$ cat config.mk
export PLATFORM = sky130hd
export DESIGN_NAME = sliding_window_rate_limiter_unit
export DESIGN_NICKNAME = d
export VERILOG_FILES = /design/src/hw/rtl/swrl_pkg.sv /design/src/hw/rtl/swrl_cell.sv /design/src/hw/rtl/sliding_window_rate_limiter_unit.sv
export SDC_FILE = /design/constraint.sdc
export NUM_CORES = 2
export LEC_CHECK = 0
export ABC_AREA = 0
export BUFFER_PORTS_ARGS = -buffer_cell sky130_fd_sc_hd__buf_4
export CAP_MARGIN = 20
export CORE_MARGIN = 10
export CORE_UTILIZATION = 35
export DETAILED_ROUTE_END_ITERATION = 8
export GPL_TIMING_DRIVEN = 0
export PLACE_DENSITY = 0.59
export SLEW_MARGIN = 20
export SYNTH_ARGS = -nofsm -noshare
export SYNTH_HDL_FRONTEND = slang
export SYNTH_SLANG_ARGS = --single-unit
$ cat constraint.sdc
create_clock -name clk -period 10.4 [get_ports clk]
set_clock_uncertainty 0.05 [all_clocks]
set_input_delay 0.52 -clock clk [delete_from_list [all_inputs] [get_ports clk]]
set_output_delay 0.52 -clock clk [all_outputs]
set_load 0.005 [all_outputs]
$ cat src/hw/rtl/swrl_pkg.sv
// ----------------------------------------------------------------------------
// swrl_pkg
// shared types and constants of the sliding-window rate limiter
// ----------------------------------------------------------------------------
package swrl_pkg;

  localparam int SLOTS_DEFAULT = 8;
  localparam int SLOTS_MAX     = 64;
  localparam int CNT_W         = $clog2(SLOTS_MAX + 1);
  localparam int IDX_W         = $clog2(SLOTS_MAX);

  localparam int TIME_W   = 32;
  localparam int WINDOW_W = 31;
  localparam int MAXC_W   = 4;

  localparam logic [WINDOW_W-1:0] WINDOW_RESET = WINDOW_W'(1800000);
  localparam logic [MAXC_W-1:0]   MAXC_RESET   = MAXC_W'(5);

  localparam logic [1:0] OP_REQUEST = 2'd0;
  localparam logic [1:0] OP_LOGIN   = 2'd1;
  localparam logic [1:0] OP_LOGOUT  = 2'd2;

  localparam logic [2:0] STATUS_ACCEPTED      = 3'd0;
  localparam logic [2:0] STATUS_NO_SESSION    = 3'd1;
  localparam logic [2:0] STATUS_RATE_LIMITED  = 3'd2;
  localparam logic [2:0] STATUS_DISPATCH_FAIL = 3'd3;
  localparam logic [2:0] STATUS_SESSION       = 3'd4;

  localparam logic REG_WINDOW = 1'b0;
  localparam logic REG_MAXC   = 1'b1;

  typedef struct packed {
    logic [1:0]        operation;
    logic [TIME_W-1:0] now;
    logic              has_dir;
    logic              dispatch_ok;
  } in_t;

  typedef struct packed {
    logic       granted;
    logic [2:0] status;
  } out_t;

  typedef struct packed {
    logic              active;
    logic [TIME_W-1:0] now;
    logic [CNT_W-1:0]  count;
    logic              dup;
    logic              free_found;
    logic [IDX_W-1:0]  free_idx;
  } tok_t;

  typedef struct packed {
    logic              en;
    logic [IDX_W-1:0]  idx;
    logic [TIME_W-1:0] stamp;
  } wr_t;

endpackage

$ cat src/hw/rtl/swrl_cell.sv
// ----------------------------------------------------------------------------
// swrl_cell
// one log slot: ages out its entry as the request token passes and hands
// the running count, duplicate flag and first free slot to the next cell
// ----------------------------------------------------------------------------
module swrl_cell #(
  parameter int IDX = 0
) (
  input  logic                               clk,
  input  logic                               rst,
  input  swrl_pkg::tok_t                     tok_in,
  output swrl_pkg::tok_t                     tok_out,
  input  logic                               clear,
  input  swrl_pkg::wr_t                      wr,
  input  logic [swrl_pkg::WINDOW_W-1:0]      window
);

  logic                          valid;
  logic [swrl_pkg::TIME_W-1:0]   stamp;
  logic [swrl_pkg::TIME_W-1:0]   age;
  logic                          expired;
  logic                          valid_next;
  swrl_pkg::tok_t                tok_next;

  assign age     = tok_in.now - stamp;
  assign expired = !age[swrl_pkg::TIME_W-1] && (age > {1'b0, window});

  always_comb begin
    valid_next = valid && !expired;
    tok_next   = tok_in;
    if (valid_next) begin
      tok_next.count = tok_in.count + swrl_pkg::CNT_W'(1);
      if (stamp == tok_in.now) begin
        tok_next.dup = 1'b1;
      end
    end else if (!tok_in.free_found) begin
      tok_next.free_found = 1'b1;
      tok_next.free_idx   = swrl_pkg::IDX_W'(IDX);
    end
  end

  always_ff @(posedge clk) begin
    if (rst) begin
      valid          <= 1'b0;
      tok_out.active <= 1'b0;
    end else begin
      tok_out <= tok_next;
      if (clear) begin
        valid <= 1'b0;
      end else if (wr.en && wr.idx == swrl_pkg::IDX_W'(IDX)) begin
        valid <= 1'b1;
      end else if (tok_in.active) begin
        valid <= valid_next;
      end
    end
  end

  always_ff @(posedge clk) begin
    if (wr.en && wr.idx == swrl_pkg::IDX_W'(IDX)) begin
      stamp <= wr.stamp;
    end
  end

endmodule

$ cat src/hw/rtl/sliding_window_rate_limiter_unit.sv
// ----------------------------------------------------------------------------
// sliding_window_rate_limiter_unit
// sliding-window log rate limiter built as a row of slot cells
// ----------------------------------------------------------------------------
//  port group   direction  handshake           payload
//  in           input      in_valid/in_stall   in_data (swrl_pkg::in_t)
//  out          output     out_valid/out_stall out_data (swrl_pkg::out_t)
//  cfg          input      cfg_we              cfg_index, cfg_data
//
//  a request in an active session has its token registered into start_tok, the
//  token walks the row of SLOTS slot cells, then the decision and write are made
//  and the result is loaded into the output register; other items go straight to
//  the output register; in_stall stays high until the result is loaded, so a new
//  item is accepted only after the result of the last one has been loaded
//  reset empties the log, ends the session and loads the register defaults
//  a result waits in the output register while out_stall is high
// ----------------------------------------------------------------------------
module sliding_window_rate_limiter_unit #(
  parameter int SLOTS = swrl_pkg::SLOTS_DEFAULT
) (
  input  logic                          clk,
  input  logic                          rst,
  input  logic                          in_valid,
  output logic                          in_stall,
  input  swrl_pkg::in_t                 in_data,
  output logic                          out_valid,
  input  logic                          out_stall,
  output swrl_pkg::out_t                out_data,
  input  logic                          cfg_we,
  input  logic                          cfg_index,
  input  logic [swrl_pkg::WINDOW_W-1:0] cfg_data
);

  typedef enum logic [2:0] {
    ST_IDLE = 3'b001,
    ST_WALK = 3'b010,
    ST_DONE = 3'b100
  } state_t;

  state_t                           state;
  state_t                           state_next;
  logic [swrl_pkg::WINDOW_W-1:0]    window_ticks;
  logic [swrl_pkg::MAXC_W-1:0]      max_count;
  logic                             session_active;
  logic                             dispatch_ok;
  swrl_pkg::out_t                   res;
  swrl_pkg::tok_t                   start_tok;
  swrl_pkg::tok_t                   chain [SLOTS+1];
  swrl_pkg::tok_t                   last_tok;
  swrl_pkg::wr_t                    wr;
  logic                             accept;
  logic                             clear;
  logic                             out_free;
  logic [swrl_pkg::CNT_W-1:0]       limit;
  logic                             over;

  assign in_stall = (state != ST_IDLE);
  assign accept   = in_valid && !in_stall;
  assign out_free = !out_valid || !out_stall;
  assign clear    = accept && ((in_data.operation == swrl_pkg::OP_LOGIN && in_data.has_dir)
                               || in_data.operation == swrl_pkg::OP_LOGOUT);

  assign chain[0] = start_tok;
  assign last_tok = chain[SLOTS];

  for (genvar g = 0; g < SLOTS; g++) begin : g_cell
    swrl_cell #(
      .IDX(g)
    ) u_cell (
      .clk    (clk),
      .rst    (rst),
      .tok_in (chain[g]),
      .tok_out(chain[g+1]),
      .clear  (clear),
      .wr     (wr),
      .window (window_ticks)
    );
  end

  // limit in effect is the smaller of max_count and the slot count
  always_comb begin
    if (swrl_pkg::CNT_W'(max_count) > swrl_pkg::CNT_W'(SLOTS)) begin
      limit = swrl_pkg::CNT_W'(SLOTS);
    end else begin
      limit = swrl_pkg::CNT_W'(max_count);
    end
    over     = (last_tok.count >= limit);
    wr.en    = last_tok.active && !over && dispatch_ok && !last_tok.dup
               && last_tok.free_found;
    wr.idx   = last_tok.free_idx;
    wr.stamp = last_tok.now;
  end

  always_comb begin
    state_next = state;
    case (state)
      ST_IDLE: begin
        if (accept) begin
          if (in_data.operation == swrl_pkg::OP_REQUEST && session_active) begin
            state_next = ST_WALK;
          end else begin
            state_next = ST_DONE;
          end
        end
      end
      ST_WALK: begin
        if (last_tok.active) begin
          state_next = ST_DONE;
        end
      end
      ST_DONE: begin
        if (out_free) begin
          state_next = ST_IDLE;
        end
      end
      default: state_next = ST_IDLE;
    endcase
  end

  always_ff @(posedge clk) begin
    if (rst) begin
      state            <= ST_IDLE;
      window_ticks     <= swrl_pkg::WINDOW_RESET;
      max_count        <= swrl_pkg::MAXC_RESET;
      session_active   <= 1'b0;
      start_tok.active <= 1'b0;
      out_valid        <= 1'b0;
    end else begin
      state            <= state_next;
      start_tok.active <= 1'b0;
      if (cfg_we) begin
        case (cfg_index)
          swrl_pkg::REG_WINDOW: window_ticks <= cfg_data;
          swrl_pkg::REG_MAXC:   max_count <= cfg_data[swrl_pkg::MAXC_W-1:0];
          default: ;
        endcase
      end
      if (accept) begin
        start_tok.now        <= in_data.now;
        start_tok.count      <= '0;
        start_tok.dup        <= 1'b0;
        start_tok.free_found <= 1'b0;
        start_tok.free_idx   <= '0;
        case (in_data.operation)
          swrl_pkg::OP_LOGIN:  session_active <= in_data.has_dir;
          swrl_pkg::OP_LOGOUT: session_active <= 1'b0;
          swrl_pkg::OP_REQUEST: begin
            if (session_active) begin
              start_tok.active <= 1'b1;
            end
          end
          default: ;
        endcase
      end
      if (state == ST_DONE && out_free) begin
        out_valid <= 1'b1;
      end else if (out_valid && !out_stall) begin
        out_valid <= 1'b0;
      end
    end
  end

  always_ff @(posedge clk) begin
    if (accept) begin
      dispatch_ok          <= in_data.dispatch_ok;
      res.granted          <= 1'b0;
      if (in_data.operation == swrl_pkg::OP_REQUEST) begin
        res.status <= swrl_pkg::STATUS_NO_SESSION;
      end else begin
        res.status <= swrl_pkg::STATUS_SESSION;
      end
    end else if (state == ST_WALK && last_tok.active) begin
      if (over) begin
        res.granted <= 1'b0;
        res.status  <= swrl_pkg::STATUS_RATE_LIMITED;
      end else if (!dispatch_ok) begin
        res.granted <= 1'b0;
        res.status  <= swrl_pkg::STATUS_DISPATCH_FAIL;
      end else begin
        res.granted <= 1'b1;
        res.status  <= swrl_pkg::STATUS_ACCEPTED;
      end
    end
    if (state == ST_DONE && out_free) begin
      out_data <= res;
    end
  end

endmodule

==> impl_results.md <==
- Most common cell in the synthesized netlist: edfxtp_1
- Crit path capture: g_cell[6].u_cell.tok_out[9]
- Adder-Cell Fraction of Synth Area: 16.1%
- Seq cells post-synth: 678
- Syn nets: 4,228
- Initial antenna violation count: 0
- Mux share of post-synthesis cell area: 0.342%
- Leakage: 19.4 nW
- Synth top cells by count: 620 x edfxtp_1, 509 x ha_1, 387 x inv_1
- Die W: 360 µm
- Synth-to-Final Area Change: 14.1%
- Rows: 124
- R2r worst-path depth: 23
- First-pass GRT wire length: 153,000 µm
- Final Instance Area: 46,300 µm²
- Kind of critical path: register to register
- Worst r2r src: g_cell[5].u_cell.tok_out[15]
- Critical-path cell list: inv_1 -> ha_1 -> inv_1 -> fa_1 -> a21o_1 -> a21oi_1 -> o21bai_1 -> a2111oi_2 -> o31ai_1 -> a221oi_2 -> o21ai_1 -> a21oi_1 -> a21oi_1 -> xnor2_1 -> ha_1 -> a21o_1 -> a21oi_1 -> o21ai_0 -> a211oi_1 -> nor2_1 -> a221oi_1 -> nand2_1 -> mux2_1
- CTS Buffer Depth: 3
- Die Y: 360 µm
- R2R Path End: g_cell[6].u_cell.tok_out[9]
- DR vias: 27.9k
- Worst Setup End Kind: register
- Starting Density: 35.4%
- EDFF count, synth: 620
- Via-to-Cell Ratio: 5.12
- Average wire per standard cell: 18.7 µm
- Clock root cell: clkbuf_16
- Share of cells above drive strength 1: 7.19%
- I/O Buffers: 78
- Final hold vios: 0
- CP Data Required Time: 10.72 ns
- Asr flop ratio synth: 0%
- Core box area: 115,000 µm²
- GR Overflow Total: 0
- # hold bufs at CTS: 32
- Met3 Wirelength: 5220 µm
- Tot GR Track Use: 15.1%
- Yosys warns: 0
- RSZ-0062 raised after global routing: no
- CTS tree: yes
- Top routing layer used: met4
- WP buf/inv: 2
- Post_cts resized: 0
- Post-DRT Antenna Nets: 0
- DP Area: 43,400 µm²
- Crit path launch: g_cell[5].u_cell.tok_out[15]
- Final Util: 40.4%
- Most common flop cell mapped by yosys: edfxtp_1
- Worst-skew pair later-pin latency: 0.63 ns
- Synth Area in Simple Gates: 10.2%
- Mapped cell area: 40,600 µm²
- F_max: 146 MHz
- Startpoint type of the worst setup path: register
- Wl on met1: 49,000 µm
- Worst Tran Pin Value: 1.08 ns
- Max Transition Viols Final: 0
- Iter 0 DRT Violations: 1,851
- Combinational family with the most area after synthesis: adder cells
- Final-stage net count: 4,449
- Worst slew margin: 27.9%
- Critical Path Slowest Stage Cell: a221oi_1
- Cells after synthesis: 3,638
- Detailed Place HPWL: 82,300 µm
- Die area: 130,000 µm²
- Yosys cell types: 89
- Max-Cap Viols: 0
- Outcome: completed
- Worst EP arrival: 7.18 ns
- Ranking of synthesized cells by area: edfxtp_1 46%, ha_1 16%, a21o_1 3.9%, a21oi_1 3.7%, inv_1 3.6%
- Gpl congestion: 0.913
- Num CTS Buffers: 74
- Crit path time final: 6.86 ns
- Peak supply drop: 0.000109 V
- Num ports: 79
- Post-Route WL: 102,000 µm
- Reg clk slew, reported paths: 0.06 ns
- Critical Path Fanout Max: 9
- Met2 WL: 43,300 µm
- Crit path depth: 23
- Via count of the first global-routing pass: 27.3k
- Synth Area in XOR/XNOR: 5.09%
- Drt first pass iters: 5
- CP dominant cell by count: a21oi_1
- Worst min path class: input pin to register
- Synth Area in Compound Gates: 15.6%
- Clock sinks: 678
- CP top delay family: compound AO/OA/AOI/OAI gates
- Share of the synthesized area in the top cell type: 45.9%
- Register area share after synthesis: 48.8%
- Final Setup Violations: 0
- Htree depth: 3
- Pwr/cell area: 146 nW/µm²
- Largest net degree at the start of global routing: 77
- Post-CTS setup buffer count: 0
- Max stage delay on crit path: 0.66 ns
- Mean Syn Cell Area: 11.1 µm²
- Hold Slack: 0.0392 ns
- Post-synth top area cell: edfxtp_1
- Internal reg-to-reg setup slack: 3.54 ns
- # DRC: 0
- Ratio of final minimum period to clock period: 65.9%
-- per-layer routing --
| layer | vias to the layer above | global-route usage [%] |
|---|---|---|
| met3 | 173 | 2.09 |
| li1 | 13945 | - |
| met4 | 0 | 6.01 |
| met2 | 657 | 23.5 |
| met5 | - | 0 |
| met1 | 13075 | 21.1 |
-- per-stage QoR --
stage	cells	worst slack (ns)	TNS, ns	total power (W)
2_1_floorplan	3638	0.715	0	0.00380
6_report	5437	3.54	0	0.00675
3_3_place_gp	5228	-3.95	-1282.32	0.00407
3_5_place_dp	5263	3.61	0	0.00406
5_1_grt	5433	3.11	0	0.00704
4_1_cts	5433	3.59	0	0.00682
-- power by group --
group	leakage, nW	switching [W]	internal, W
clock network	1.23	0.00111	0.00161
logic	11.8	0.000498	0.000367
registers	6.30	0.0000845	0.00307
-- sequential cells by signal (all words and copies together), names as in the netlist --
name                   cells
g_cell.u_cell.tok_out    332
g_cell.u_cell.stamp      256
chain                     33
window_ticks              31
g_cell.u_cell.valid        8
max_count                  4
out_data                   4
res                        4
state                      3
dispatch_ok                1
out_valid                  1
session_active             1
-- layout make-up --
cell class | count | area (µm²)
antenna | 4 | 10.0
buffer | 33 | 136
clock buffer | 92 | 2020
clock inverter | 46 | 512
fill | 10877 | 68400
inverter | 389 | 1460
multi-input combinational | 2538 | 19200
sequential | 678 | 19800
tap | 1512 | 1890
timing repair buffer | 145 | 1230
-- worst min-delay path by stage --
stage           startpoint  depth (start not counted)          end
6_report       in_data[33]                          1   chain[430]
4_1_cts        in_data[33]                          1   chain[430]
3_3_place_gp        res[2]                          0  out_data[2]
2_1_floorplan       res[0]                          0  out_data[0]
3_5_place_dp        res[0]                          0  out_data[0]
5_1_grt        in_data[33]                          1   chain[430]
-- cell families after synthesis --
logic type      count (synthesis)
compound gates                961
simple gates                  812
flops                         678
fa+ha+maj                     517
buf+inv                       422
xor+xnor                      235
mux                            13
-- cell usage in the layout, fill, tap and decap left out, types with 19 or more instances in the layout --
cell           count
clkbuf_16         76
a21o_1           210
nand3_1           84
nor2_1           152
clkbuf_1          38
nor2b_1           54
nand4_1           91
xor2_1            72
o21ai_0          106
a31oi_1           19
o21a_1            51
and3_1            33
nor4_1            19
inv_1            387
xnor2_1          162
ha_1             509
o211ai_1          29
buf_4             91
a211oi_1          20
dlygate4sd3_1     32
nor3_1            57
o21bai_1          52
nand2b_1          41
dfxtp_1           58
nand2_1          185
o21ai_1           42
edfxtp_1         620
a21oi_1          302
-- worst reg2reg max path, stage by stage, from the launching register on --
cell       delay, ns
edfxtp_1        0.40
inv_1           0.08
ha_1            0.16
inv_1           0.06
fa_1            0.39
a21o_1          0.18
a21oi_1         0.22
o21bai_1        0.13
a2111oi_2       0.56
o31ai_1         0.31
a221oi_2        0.42
o21ai_1         0.15
a21oi_1         0.33
a21oi_1         0.13
xnor2_1         0.20
ha_1            0.28
a21o_1          0.16
a21oi_1         0.12
o21ai_0         0.14
a211oi_1        0.40
nor2_1          0.14
a221oi_1        0.66
nand2_1         0.49
mux2_1          0.45
No activity file was read; power rests on OpenSTA's default activity.
